==> config.mk <==
export PLATFORM = sky130hd
export DESIGN_NAME = two_band_stereo_width_enhancer
export DESIGN_NICKNAME = d
export VERILOG_FILES = /design/src/design/tbswe_pkg.sv /design/src/design/two_band_stereo_width_enhancer.sv /design/src/design/tbswe_ctrl.sv /design/src/design/tbswe_dp.sv
export SDC_FILE = /design/constraint.sdc
export NUM_CORES = 2
export LEC_CHECK = 0
export ABC_CLOCK_PERIOD_IN_PS = 9100
export BUFFER_PORTS_ARGS = -buffer_cell sky130_fd_sc_hd__buf_2
export CELL_PAD_IN_SITES_DETAIL_PLACEMENT = 1
export CELL_PAD_IN_SITES_GLOBAL_PLACEMENT = 1
export CORE_MARGIN = 2
export CORE_UTILIZATION = 46
export CTS_CLUSTER_DIAMETER = 60
export CTS_CLUSTER_SIZE = 10
export DETAILED_ROUTE_END_ITERATION = 8
export PLACE_DENSITY_LB_ADDON = 0.1
export SLEW_MARGIN = 20
export SYNTH_ARGS = -nofsm -noshare
export SYNTH_HDL_FRONTEND = slang
export SYNTH_SLANG_ARGS = --single-unit
export TNS_END_PERCENT = 1
==> constraint.sdc <==
create_clock -name clk_i -period 9.1 [get_ports clk_i]
set_input_delay 2.73 -clock clk_i [delete_from_list [all_inputs] [get_ports clk_i]]
set_output_delay 2.73 -clock clk_i [all_outputs]
set_load 0.05 [all_outputs]
==> src/design/tbswe_pkg.sv <==
// shared types and constants for the two-band stereo width enhancer
`timescale 1ns / 1ps
package tbswe_pkg;

  // fixed internal widths (filter state is always 32 bit)
  localparam int ACC_W     = 32;  // lowpass state
  localparam int HI_W      = 33;  // high band sample
  localparam int BAND_W    = 34;  // mid*2 and side of one band
  localparam int T_W       = 38;  // widened band before norm
  localparam int MA_W      = 38;  // multiplier operand a, signed
  localparam int MB_W      = 18;  // multiplier operand b, signed
  localparam int PROD_W    = MA_W + MB_W;
  localparam int SUM_W     = 52;  // lowpass product sum
  localparam int Y_W       = 40;  // per-channel band sum
  localparam int CFG_W     = 16;
  localparam int CFG_IDX_W = 3;

  // register indexes
  localparam logic [CFG_IDX_W-1:0] REG_POLE   = 3'd0;
  localparam logic [CFG_IDX_W-1:0] REG_LOW_W  = 3'd1;
  localparam logic [CFG_IDX_W-1:0] REG_LOW_N  = 3'd2;
  localparam logic [CFG_IDX_W-1:0] REG_HIGH_W = 3'd3;
  localparam logic [CFG_IDX_W-1:0] REG_HIGH_N = 3'd4;

  // register reset values
  localparam logic [CFG_W-1:0] POLE_RST   = 16'd61384;
  localparam logic [CFG_W-1:0] WIDTH_RST  = 16'd16384;
  localparam logic [CFG_W-1:0] NORM_RST   = 16'd32768;

  typedef struct packed {
    logic [CFG_W-1:0] pole;
    logic [CFG_W-1:0] low_w;
    logic [CFG_W-1:0] low_n;
    logic [CFG_W-1:0] high_w;
    logic [CFG_W-1:0] high_n;
  } cfg_t;

  // operand pair for the shared multiplier
  typedef enum logic [3:0] {
    MUL_NONE,
    MUL_GAIN_LS,
    MUL_POLE_ACCL,
    MUL_GAIN_RS,
    MUL_POLE_ACCR,
    MUL_SIDE_LW,
    MUL_SIDE_HW,
    MUL_TA_LN,
    MUL_TB_LN,
    MUL_TA_HN,
    MUL_TB_HN
  } mul_sel_e;

  typedef enum logic [1:0] {
    LP_NONE,
    LP_LOAD,
    LP_FIN_L,
    LP_FIN_R
  } lp_op_e;

  typedef enum logic [1:0] {
    BAND_NONE,
    BAND_LO,
    BAND_HI
  } band_op_e;

  typedef enum logic [2:0] {
    Y_NONE,
    Y_LOAD_L,
    Y_LOAD_R,
    Y_ADD_L,
    Y_ADD_R
  } y_op_e;

  typedef struct packed {
    logic     in_load;
    mul_sel_e mul_sel;
    lp_op_e   lp_op;
    band_op_e band_op;
    logic     t_split;
    y_op_e    y_op;
    logic     out_load;
  } dp_cmd_t;

  typedef struct packed {
    logic out_free;
  } dp_stat_t;

endpackage

==> src/design/two_band_stereo_width_enhancer.sv <==
// top level of the two-band mid/side stereo width enhancer
`timescale 1ns / 1ps
// usage
//   input channel: in_valid_i / in_ready_o carry one stereo pair (left_in_i,
//   right_in_i, signed Q1.23 at the default width). one request in, one
//   request out, in order.
//   output channel: out_valid_o / out_ready_i carry the enhanced pair; the
//   result sits in an output register, so the block takes the next input
//   request while a finished result still waits to be taken.
//   config: cfg_we_i writes cfg_data_i to register cfg_idx_i (pole, low
//   width, low norm, high width, high norm); other indexes are ignored.
//   write only while the block is idle.
// timing
//   one shared multiplier does all ten products of an item, one at a time;
//   an item runs through every step of the sequencer, so the block takes a
//   new input only once the last one has moved into the output register
//   and the sequencer is back in idle.
//   if the receiver stalls, the finished item waits in the last step until
//   the output register frees up; input is not taken meanwhile.
// reset
//   rst_ni clears both lowpass states, loads default registers and empties
//   the output register; the block is ready as soon as reset is released.
module two_band_stereo_width_enhancer import tbswe_pkg::*; #(
  parameter int SAMPLE_BITS   = 24,
  parameter int ACC_FRAC_BITS = 8
) (
  input  logic                          clk_i,
  input  logic                          rst_ni,
  // input requests
  input  logic                          in_valid_i,
  output logic                          in_ready_o,
  input  logic signed [SAMPLE_BITS-1:0] left_in_i,
  input  logic signed [SAMPLE_BITS-1:0] right_in_i,
  // output requests
  output logic                          out_valid_o,
  input  logic                          out_ready_i,
  output logic signed [SAMPLE_BITS-1:0] left_out_o,
  output logic signed [SAMPLE_BITS-1:0] right_out_o,
  // register writes
  input  logic                          cfg_we_i,
  input  logic [CFG_IDX_W-1:0]          cfg_idx_i,
  input  logic [CFG_W-1:0]              cfg_data_i
);

  cfg_t     cfg_q;
  dp_cmd_t  cmd;
  dp_stat_t stat;

  // register file: five 16-bit gains, reset to unity widening
  always_ff @(posedge clk_i or negedge rst_ni) begin
    if (!rst_ni) begin
      cfg_q.pole   <= POLE_RST;
      cfg_q.low_w  <= WIDTH_RST;
      cfg_q.low_n  <= NORM_RST;
      cfg_q.high_w <= WIDTH_RST;
      cfg_q.high_n <= NORM_RST;
    end else if (cfg_we_i) begin
      // indexes past the last register fall through untouched
      if (cfg_idx_i == REG_POLE) begin
        cfg_q.pole <= cfg_data_i;
      end
      if (cfg_idx_i == REG_LOW_W) begin
        cfg_q.low_w <= cfg_data_i;
      end
      if (cfg_idx_i == REG_LOW_N) begin
        cfg_q.low_n <= cfg_data_i;
      end
      if (cfg_idx_i == REG_HIGH_W) begin
        cfg_q.high_w <= cfg_data_i;
      end
      if (cfg_idx_i == REG_HIGH_N) begin
        cfg_q.high_n <= cfg_data_i;
      end
    end
  end

  // sequencer: steps the datapath through filter, low band, high band
  tbswe_ctrl u_ctrl (
    .clk_i      (clk_i),
    .rst_ni     (rst_ni),
    .in_valid_i (in_valid_i),
    .in_ready_o (in_ready_o),
    .stat_i     (stat),
    .cmd_o      (cmd)
  );

  // datapath: shared multiplier, lowpass state and output register
  tbswe_dp #(
    .SAMPLE_BITS   (SAMPLE_BITS),
    .ACC_FRAC_BITS (ACC_FRAC_BITS)
  ) u_dp (
    .clk_i       (clk_i),
    .rst_ni      (rst_ni),
    .cmd_i       (cmd),
    .stat_o      (stat),
    .cfg_i       (cfg_q),
    .left_in_i   (left_in_i),
    .right_in_i  (right_in_i),
    .out_valid_o (out_valid_o),
    .out_ready_i (out_ready_i),
    .left_out_o  (left_out_o),
    .right_out_o (right_out_o)
  );

`ifndef SYNTHESIS
  a_busy_after_accept: assert property (@(posedge clk_i) disable iff (!rst_ni)
    (in_valid_i && in_ready_o) |=> !in_ready_o)
    else $error("second request taken while one is in progress");
`endif

endmodule

==> src/design/tbswe_ctrl.sv <==
// datapath sequencer: one-hot state machine, one step per cycle unless stalled
`timescale 1ns / 1ps
module tbswe_ctrl import tbswe_pkg::*; (
  input  logic     clk_i,
  input  logic     rst_ni,
  input  logic     in_valid_i,
  output logic     in_ready_o,
  input  dp_stat_t stat_i,
  output dp_cmd_t  cmd_o
);

  typedef enum logic [17:0] {
    S_IDLE     = 18'h00001,
    S_LPL_A    = 18'h00002,
    S_LPL_B    = 18'h00004,
    S_LPR_A    = 18'h00008,
    S_LPR_B    = 18'h00010,
    S_LP_END   = 18'h00020,
    S_LO_BAND  = 18'h00040,
    S_LO_SIDE  = 18'h00080,
    S_LO_SPLIT = 18'h00100,
    S_LO_NL    = 18'h00200,
    S_LO_NR    = 18'h00400,
    S_HI_BAND  = 18'h00800,
    S_HI_SIDE  = 18'h01000,
    S_HI_SPLIT = 18'h02000,
    S_HI_NL    = 18'h04000,
    S_HI_NR    = 18'h08000,
    S_HI_END   = 18'h10000,
    S_DONE     = 18'h20000
  } state_e;

  state_e state_q, state_d;

  assign in_ready_o = (state_q == S_IDLE);

  // a product issued in one state is consumed by the op of the next state
  always_comb begin
    state_d        = state_q;
    cmd_o.in_load  = 1'b0;
    cmd_o.mul_sel  = MUL_NONE;
    cmd_o.lp_op    = LP_NONE;
    cmd_o.band_op  = BAND_NONE;
    cmd_o.t_split  = 1'b0;
    cmd_o.y_op     = Y_NONE;
    cmd_o.out_load = 1'b0;
    unique case (state_q)
      S_IDLE: begin
        if (in_valid_i) begin
          cmd_o.in_load = 1'b1;
          state_d       = S_LPL_A;
        end
      end
      S_LPL_A: begin
        cmd_o.mul_sel = MUL_GAIN_LS;
        state_d       = S_LPL_B;
      end
      S_LPL_B: begin
        cmd_o.mul_sel = MUL_POLE_ACCL;
        cmd_o.lp_op   = LP_LOAD;
        state_d       = S_LPR_A;
      end
      S_LPR_A: begin
        cmd_o.mul_sel = MUL_GAIN_RS;
        cmd_o.lp_op   = LP_FIN_L;
        state_d       = S_LPR_B;
      end
      S_LPR_B: begin
        cmd_o.mul_sel = MUL_POLE_ACCR;
        cmd_o.lp_op   = LP_LOAD;
        state_d       = S_LP_END;
      end
      S_LP_END: begin
        cmd_o.lp_op = LP_FIN_R;
        state_d     = S_LO_BAND;
      end
      S_LO_BAND: begin
        cmd_o.band_op = BAND_LO;
        state_d       = S_LO_SIDE;
      end
      S_LO_SIDE: begin
        cmd_o.mul_sel = MUL_SIDE_LW;
        state_d       = S_LO_SPLIT;
      end
      S_LO_SPLIT: begin
        cmd_o.t_split = 1'b1;
        state_d       = S_LO_NL;
      end
      S_LO_NL: begin
        cmd_o.mul_sel = MUL_TA_LN;
        state_d       = S_LO_NR;
      end
      S_LO_NR: begin
        cmd_o.mul_sel = MUL_TB_LN;
        cmd_o.y_op    = Y_LOAD_L;
        state_d       = S_HI_BAND;
      end
      S_HI_BAND: begin
        cmd_o.y_op    = Y_LOAD_R;
        cmd_o.band_op = BAND_HI;
        state_d       = S_HI_SIDE;
      end
      S_HI_SIDE: begin
        cmd_o.mul_sel = MUL_SIDE_HW;
        state_d       = S_HI_SPLIT;
      end
      S_HI_SPLIT: begin
        cmd_o.t_split = 1'b1;
        state_d       = S_HI_NL;
      end
      S_HI_NL: begin
        cmd_o.mul_sel = MUL_TA_HN;
        state_d       = S_HI_NR;
      end
      S_HI_NR: begin
        cmd_o.mul_sel = MUL_TB_HN;
        cmd_o.y_op    = Y_ADD_L;
        state_d       = S_HI_END;
      end
      S_HI_END: begin
        cmd_o.y_op = Y_ADD_R;
        state_d    = S_DONE;
      end
      S_DONE: begin
        if (stat_i.out_free) begin
          cmd_o.out_load = 1'b1;
          state_d        = S_IDLE;
        end
      end
      default: begin
        state_d = S_IDLE;
      end
    endcase
  end

  always_ff @(posedge clk_i or negedge rst_ni) begin
    if (!rst_ni) begin
      state_q <= S_IDLE;
    end else begin
      state_q <= state_d;
    end
  end

`ifndef SYNTHESIS
  a_accept_starts: assert property (@(posedge clk_i) disable iff (!rst_ni)
    (in_valid_i && in_ready_o) |=> (state_q == S_LPL_A))
    else $error("accepted request did not start the filter sequence");

  a_done_waits: assert property (@(posedge clk_i) disable iff (!rst_ni)
    (state_q == S_DONE && !stat_i.out_free) |=> (state_q == S_DONE))
    else $error("result left the done state while the output was occupied");
`endif

endmodule

==> src/design/tbswe_dp.sv <==
// enhancer datapath: shared multiplier, filter state, band registers, output stage
`timescale 1ns / 1ps
module tbswe_dp import tbswe_pkg::*; #(
  parameter int SAMPLE_BITS   = 24,
  parameter int ACC_FRAC_BITS = 8
) (
  input  logic                          clk_i,
  input  logic                          rst_ni,
  input  dp_cmd_t                       cmd_i,
  output dp_stat_t                      stat_o,
  input  cfg_t                          cfg_i,
  input  logic signed [SAMPLE_BITS-1:0] left_in_i,
  input  logic signed [SAMPLE_BITS-1:0] right_in_i,
  output logic                          out_valid_o,
  input  logic                          out_ready_i,
  output logic signed [SAMPLE_BITS-1:0] left_out_o,
  output logic signed [SAMPLE_BITS-1:0] right_out_o
);

  localparam int EXT_W  = SAMPLE_BITS + ACC_FRAC_BITS;
  localparam int CMP_W  = (EXT_W > ACC_W) ? EXT_W : ACC_W + 1;
  localparam int HALF_SH = (ACC_FRAC_BITS > 0) ? ACC_FRAC_BITS - 1 : 0;

  localparam logic signed [CMP_W-1:0] IN_ONE = 1;
  localparam logic signed [CMP_W-1:0] IN_MAX = (IN_ONE <<< (ACC_W - 1)) - IN_ONE;
  localparam logic signed [CMP_W-1:0] IN_MIN = -IN_MAX - IN_ONE;

  localparam logic signed [SUM_W-1:0] LP_ONE  = 1;
  localparam logic signed [SUM_W-1:0] LP_HALF = LP_ONE <<< 15;
  localparam logic signed [SUM_W-1:0] LP_MAX  = (LP_ONE <<< (ACC_W - 1)) - LP_ONE;
  localparam logic signed [SUM_W-1:0] LP_MIN  = -LP_MAX - LP_ONE;

  localparam logic signed [Y_W:0] Y_ONE  = 1;
  localparam logic signed [Y_W:0] Y_HALF = (ACC_FRAC_BITS > 0) ? (Y_ONE <<< HALF_SH) : '0;
  localparam logic signed [Y_W:0] Y_MAX  = (Y_ONE <<< (SAMPLE_BITS - 1)) - Y_ONE;
  localparam logic signed [Y_W:0] Y_MIN  = -Y_MAX - Y_ONE;

  localparam logic signed [PROD_W-1:0] N_HALF = PROD_W'(16384);
  localparam logic signed [52:0]       T_HALF = 53'sd8192;

  // sample to filter scale, saturated to the state width
  function automatic logic signed [ACC_W-1:0] in_scale(logic signed [SAMPLE_BITS-1:0] s);
    logic signed [CMP_W-1:0] e;
    e = CMP_W'(s) <<< ACC_FRAC_BITS;
    if (e > IN_MAX) begin
      e = IN_MAX;
    end else if (e < IN_MIN) begin
      e = IN_MIN;
    end
    return e[ACC_W-1:0];
  endfunction

  // filter sum back to state scale, rounded and saturated
  function automatic logic signed [ACC_W-1:0] lp_fin(logic signed [SUM_W-1:0] v);
    logic signed [SUM_W-1:0] r;
    r = (v + LP_HALF) >>> 16;
    if (r > LP_MAX) begin
      r = LP_MAX;
    end else if (r < LP_MIN) begin
      r = LP_MIN;
    end
    return r[ACC_W-1:0];
  endfunction

  // band sum back to sample scale, rounded and saturated
  function automatic logic signed [SAMPLE_BITS-1:0] y_fin(logic signed [Y_W-1:0] y);
    logic signed [Y_W:0] r;
    r = ((Y_W+1)'(y) + Y_HALF) >>> ACC_FRAC_BITS;
    if (r > Y_MAX) begin
      r = Y_MAX;
    end else if (r < Y_MIN) begin
      r = Y_MIN;
    end
    return r[SAMPLE_BITS-1:0];
  endfunction

  logic signed [ACC_W-1:0]  ls_q, rs_q;
  logic signed [ACC_W-1:0]  accl_q, accl_d, accr_q, accr_d;
  logic signed [HI_W-1:0]   hl_q, hr_q;
  logic signed [BAND_W-1:0] m_q, s_q;
  logic signed [T_W-1:0]    ta_q, tb_q;
  logic signed [PROD_W-1:0] prod_q;
  logic signed [SUM_W-1:0]  sum_q;
  logic signed [Y_W-1:0]    yl_q, yr_q;
  logic signed [SAMPLE_BITS-1:0] lout_q, rout_q;
  logic                     out_valid_q;

  logic [16:0]              gain;
  logic signed [MA_W-1:0]   mul_a;
  logic signed [MB_W-1:0]   mul_b;
  logic signed [PROD_W-1:0] prod_d;
  logic signed [SUM_W-1:0]  lp_sum;
  logic signed [52:0]       mid_sc, ws;
  logic signed [T_W-1:0]    ta_d, tb_d;
  logic signed [Y_W-1:0]    n_rnd;

  assign gain = 17'd65536 - {1'b0, cfg_i.pole};

  always_comb begin
    mul_a = '0;
    mul_b = '0;
    unique case (cmd_i.mul_sel)
      MUL_NONE: begin
        mul_a = '0;
        mul_b = '0;
      end
      MUL_GAIN_LS: begin
        mul_a = MA_W'(ls_q);
        mul_b = signed'({1'b0, gain});
      end
      MUL_POLE_ACCL: begin
        mul_a = MA_W'(accl_q);
        mul_b = signed'({2'b00, cfg_i.pole});
      end
      MUL_GAIN_RS: begin
        mul_a = MA_W'(rs_q);
        mul_b = signed'({1'b0, gain});
      end
      MUL_POLE_ACCR: begin
        mul_a = MA_W'(accr_q);
        mul_b = signed'({2'b00, cfg_i.pole});
      end
      MUL_SIDE_LW: begin
        mul_a = MA_W'(s_q);
        mul_b = signed'({2'b00, cfg_i.low_w});
      end
      MUL_SIDE_HW: begin
        mul_a = MA_W'(s_q);
        mul_b = signed'({2'b00, cfg_i.high_w});
      end
      MUL_TA_LN: begin
        mul_a = ta_q;
        mul_b = signed'({2'b00, cfg_i.low_n});
      end
      MUL_TB_LN: begin
        mul_a = tb_q;
        mul_b = signed'({2'b00, cfg_i.low_n});
      end
      MUL_TA_HN: begin
        mul_a = ta_q;
        mul_b = signed'({2'b00, cfg_i.high_n});
      end
      MUL_TB_HN: begin
        mul_a = tb_q;
        mul_b = signed'({2'b00, cfg_i.high_n});
      end
      default: begin
        mul_a = '0;
        mul_b = '0;
      end
    endcase
  end

  assign prod_d = PROD_W'(mul_a) * PROD_W'(mul_b);

  // second filter product joins the first, then round and saturate
  assign lp_sum = sum_q + signed'(prod_q[SUM_W-1:0]);

  // mid*2 at Q13, i.e. mid at Q14 scale, plus and minus the scaled side
  assign mid_sc = 53'(m_q) <<< 13;
  assign ws     = signed'(prod_q[52:0]);
  assign ta_d   = T_W'((mid_sc + ws + T_HALF) >>> 14);
  assign tb_d   = T_W'((mid_sc - ws + T_HALF) >>> 14);

  assign n_rnd  = Y_W'((prod_q + N_HALF) >>> 15);

  always_comb begin
    accl_d = accl_q;
    accr_d = accr_q;
    if (cmd_i.lp_op == LP_FIN_L) begin
      accl_d = lp_fin(lp_sum);
    end
    if (cmd_i.lp_op == LP_FIN_R) begin
      accr_d = lp_fin(lp_sum);
    end
  end

  always_ff @(posedge clk_i or negedge rst_ni) begin
    if (!rst_ni) begin
      accl_q      <= '0;
      accr_q      <= '0;
      out_valid_q <= 1'b0;
    end else begin
      accl_q <= accl_d;
      accr_q <= accr_d;
      if (cmd_i.out_load) begin
        out_valid_q <= 1'b1;
      end else if (out_ready_i) begin
        out_valid_q <= 1'b0;
      end
    end
  end

  always_ff @(posedge clk_i) begin
    prod_q <= prod_d;
    if (cmd_i.in_load) begin
      ls_q <= in_scale(left_in_i);
      rs_q <= in_scale(right_in_i);
    end
    if (cmd_i.lp_op == LP_LOAD) begin
      sum_q <= signed'(prod_q[SUM_W-1:0]);
    end
    unique case (cmd_i.band_op)
      BAND_NONE: begin
      end
      BAND_LO: begin
        m_q  <= BAND_W'(accl_q) + BAND_W'(accr_q);
        s_q  <= BAND_W'(accl_q) - BAND_W'(accr_q);
        hl_q <= HI_W'(ls_q) - HI_W'(accl_q);
        hr_q <= HI_W'(rs_q) - HI_W'(accr_q);
      end
      BAND_HI: begin
        m_q <= BAND_W'(hl_q) + BAND_W'(hr_q);
        s_q <= BAND_W'(hl_q) - BAND_W'(hr_q);
      end
      default: begin
      end
    endcase
    if (cmd_i.t_split) begin
      ta_q <= ta_d;
      tb_q <= tb_d;
    end
    unique case (cmd_i.y_op)
      Y_NONE: begin
      end
      Y_LOAD_L: yl_q <= n_rnd;
      Y_LOAD_R: yr_q <= n_rnd;
      Y_ADD_L:  yl_q <= yl_q + n_rnd;
      Y_ADD_R:  yr_q <= yr_q + n_rnd;
      default: begin
      end
    endcase
    if (cmd_i.out_load) begin
      lout_q <= y_fin(yl_q);
      rout_q <= y_fin(yr_q);
    end
  end

  assign stat_o.out_free = !out_valid_q || out_ready_i;
  assign out_valid_o     = out_valid_q;
  assign left_out_o      = lout_q;
  assign right_out_o     = rout_q;

`ifndef SYNTHESIS
  a_no_overwrite: assert property (@(posedge clk_i) disable iff (!rst_ni)
    cmd_i.out_load |-> (!out_valid_q || out_ready_i))
    else $error("output register loaded while a result was still pending");

  a_load_shows: assert property (@(posedge clk_i) disable iff (!rst_ni)
    cmd_i.out_load |=> out_valid_q)
    else $error("loaded result not presented");
`endif

endmodule

==> metrics.txt <==
VDD IR max about 0.25 mV; Comb power frac about half; fin nets 9027; PortBufs between 100 and 150; H-tree depth 3; CP max stage delay slightly below 0.6 ns; worst skew pair latency slightly above 0.7 ns; Final Cell Area 77450 µm²; CTS Buf Count 102; internal power 9.309 mW; core footprint 147300 µm²; crit path capture type flip-flop; Final Skew approximately 0.028 ns; Post-synth EDFFs around 440; pin count of the biggest net entering global routing between 80 and 90; Area growth, synth to finish 13.80%; Final ANT Viol Nets 0; first-pass GRT wire length approximately 370 mm; leakage power 35.12 nW; # setup viols final 0; clock power share a little under a quarter; Cell Area, Synth between 60000 and 70000 µm²; CTS Hold Bufs 0; initial antenna violation count 6; final hold violations 0; Num Clock Sinks approximately 660; RSZ-0062 raised after global routing yes; final worst setup slack ~0.092 ns; fmax 0.1110 GHz; DR pass1 iterations 8; die width slightly below 400 µm; worst slew pin tran roughly 1.2 ns; Synth Area in Adders 29.80%; Clock Tree Buf Depth 3; post-synthesis compound-gate area fraction 14.72%; Psw 7.343 mW; Worst Path Required between 9 and 10 ns; most frequent cells after synthesis inv_1, nand2_1, nor2_1; # rows about 140; pwr dens about 220 nW/µm²; status finished, final reports clean; fraction of layout instances using a drive strength above 1 about 12%; Slowest-stage cell, CP fa_1; top-count cell post-synth inv_1; mux contribution to synthesized area 1.607%; Starting DRT DRC Count just over 4000; Top FF cell, synth edfxtp_1; vias post-DR 57050; Residual DRC 0; I/O pin total 122; Synth Register Bits roughly 660; GRT Util Overall approximately a third; worst slack at placement -0.1097 ns; fin. max-slew vios 0; Die Area roughly 150000 µm²; Flop pwr share between 20 and 30%; switching share of power 44.10%; fin crit period 9.008 ns; Synth area leader edfxtp_1; Final period util a little over nine tenths; routed length per instance about 25 µm; global route overflow 0; post-synthesis sequential area ratio 26.92%; WHS roughly 0.47 ns; total power between 15 and 20 mW; hold crit path type flip-flop to flip-flop; Post-Synth XOR/XNOR Area 5.946%; main combinational cell family by area after synthesis adder cells; Area after DPL 73650 µm²; critical path type flip-flop to flip-flop; crit path DAT ~9.7 ns; Die Y-Extent between 300 and 400 µm; asr flop ratio synth between 20% and 30%; post-DP HPWL between 200 and 250 mm; crit-path most repeated cell fa_1; Final Wtd Congestion 0.9414; library cells used by synthesis ~100; TritonCTS clock tree done; Routed WL 247.1 mm; ranking of synthesized cells by area edfxtp_1, fa_1, ha_1; Synth top area share between 10% and 20%; Simple-Gate Fraction of Synth Area between 10% and 20%; starting density of the core approximately 46%; CP Launch Type flip-flop; relative slew slack between 10% and 20%; Clock transition at path regs approximately 0.060 ns; Yosys Warn Count 0; Clk Tree Root Cell clkbuf_16; Via density roughly 5.9; worst-path fanout max 12; total of max-cap violations 0; vias in the first global route approximately 59000; syn_area_per_cell a little over 9 µm²; Synth Instances 7335
## routing by layer
layer	up-vias	wire length (µm)	track usage (%)
met5	-	10	0
met4	2	10600	11.89
met3	377	15790	4.575
met2	1748	112100	51.55
met1	29210	108600	44.45
li1	25720	-	-
## worst max-delay path: cells and delay by family, from the launching register on
kind | cells | cell delay, ns
xor gates and xnor gates | 1 | 0.16
AOI/OAI and AO/OA | 9 | 1.65
and+or+nand+nor | 7 | 2.06
DFF | 1 | 0.39
adders and majority gates | 7 | 3.29
buffers and inverters | 11 | 1.36
## through the flow
| stage | TNS, ns | cells | utilization, % |
|---|---|---|---|
| 2_1_floorplan | 0 | 7342 | - |
| 3_3_place_gp | 0 | 9516 | 49.99 |
| 3_5_place_dp | -0.5033 | 9516 | 50.00 |
| 4_1_cts | 0 | 9701 | 52.30 |
| 5_1_grt | -1.863 | 9713 | 52.57 |
| 6_report | 0 | 9715 | 52.58 |
## layout by cell type, fill, tap and decap left out, drive strengths merged, types with 54 or more instances in the layout
cell	n
fa	613
o21a	57
xnor2	324
nand3	127
a211oi	65
ha	640
nand2	719
xor2	138
o21bai	60
nand2b	69
edfxtp	437
and3	54
nor3	110
a31oi	74
inv	1017
dfxtp	55
mux2	82
buf	510
nor2	683
a21oi	431
dfrtp	148
o21ai	274
clkbuf	130
a21o	149
## path summary, 6_finish.rpt
kind / startpoint / endpoint / slack [ns] / cells after the start
max in group asynchronous: rst_ni / u_dp.accl_q[2] / 5.70 / 2
max: u_ctrl.state_q[14] / u_dp.prod_q[53] / 0.09 / 35
min in group asynchronous: rst_ni / cfg_q[16] / 2.06 / 1
max reg2reg: u_ctrl.state_q[14] / u_dp.prod_q[53] / 0.09 / 35
min reg2reg: u_dp.prod_q[0] / u_dp.sum_q[0] / 0.47 / 0
min: u_dp.prod_q[0] / u_dp.sum_q[0] / 0.47 / 0
## timing repair
item,in CTS,in global routing
setup endpoints to repair,13,26
gates resized for setup,8,65
pin swaps,0,14
gates cloned,0,3
buffers inserted,0,9
## power by group through the flow
stage	Clock (mW)	Combinational, mW	Sequential [mW]
finish	3.94	8.41	4.30
global route	4.12	9.12	4.32
floorplan	0	5.36	4.08
global placement	0	7.93	4.33
detailed placement	0	8.13	4.34
CTS	4.01	8.23	4.28
## sequential cells by signal (all words and copies together), names as in the netlist, 32 cells and up
signal,cells
u_dp.yl_q,40
cfg_q,80
u_dp.m_q,33
u_dp.yr_q,40
u_dp.hl_q,33
u_dp.ta_q,38
u_dp.sum_q,52
u_dp.accr_q,32
u_dp.hr_q,33
u_dp.accl_q,32
u_dp.tb_q,38
u_dp.s_q,34
u_dp.prod_q,55
## area by class of cell
type / instances / area, µm²
sequential: 655 / 18320
multi-input combinational: 5424 / 45440
clock buffer: 129 / 2739
inverter: 1008 / 3791
timing repair buffer: 511 / 4130
fill: 16780 / 69860
tap: 1930 / 2415
antenna: 2 / 5.005
clock inverter: 56 / 614.3
## kinds of logic (layout without fill, tap and decap cells)
logic type,Yosys count,in the layout
adder cells (fa/ha/maj),1253,1253
other,1,10
buffers and inverters,1265,1704
multiplexers,99,99
AND/OR/NAND/NOR,2079,2079
XOR/XNOR,462,462
flip-flops,655,655
AO/OA/AOI/OAI,1521,1523
Note: power is estimated with default switching activity, not from simulation.
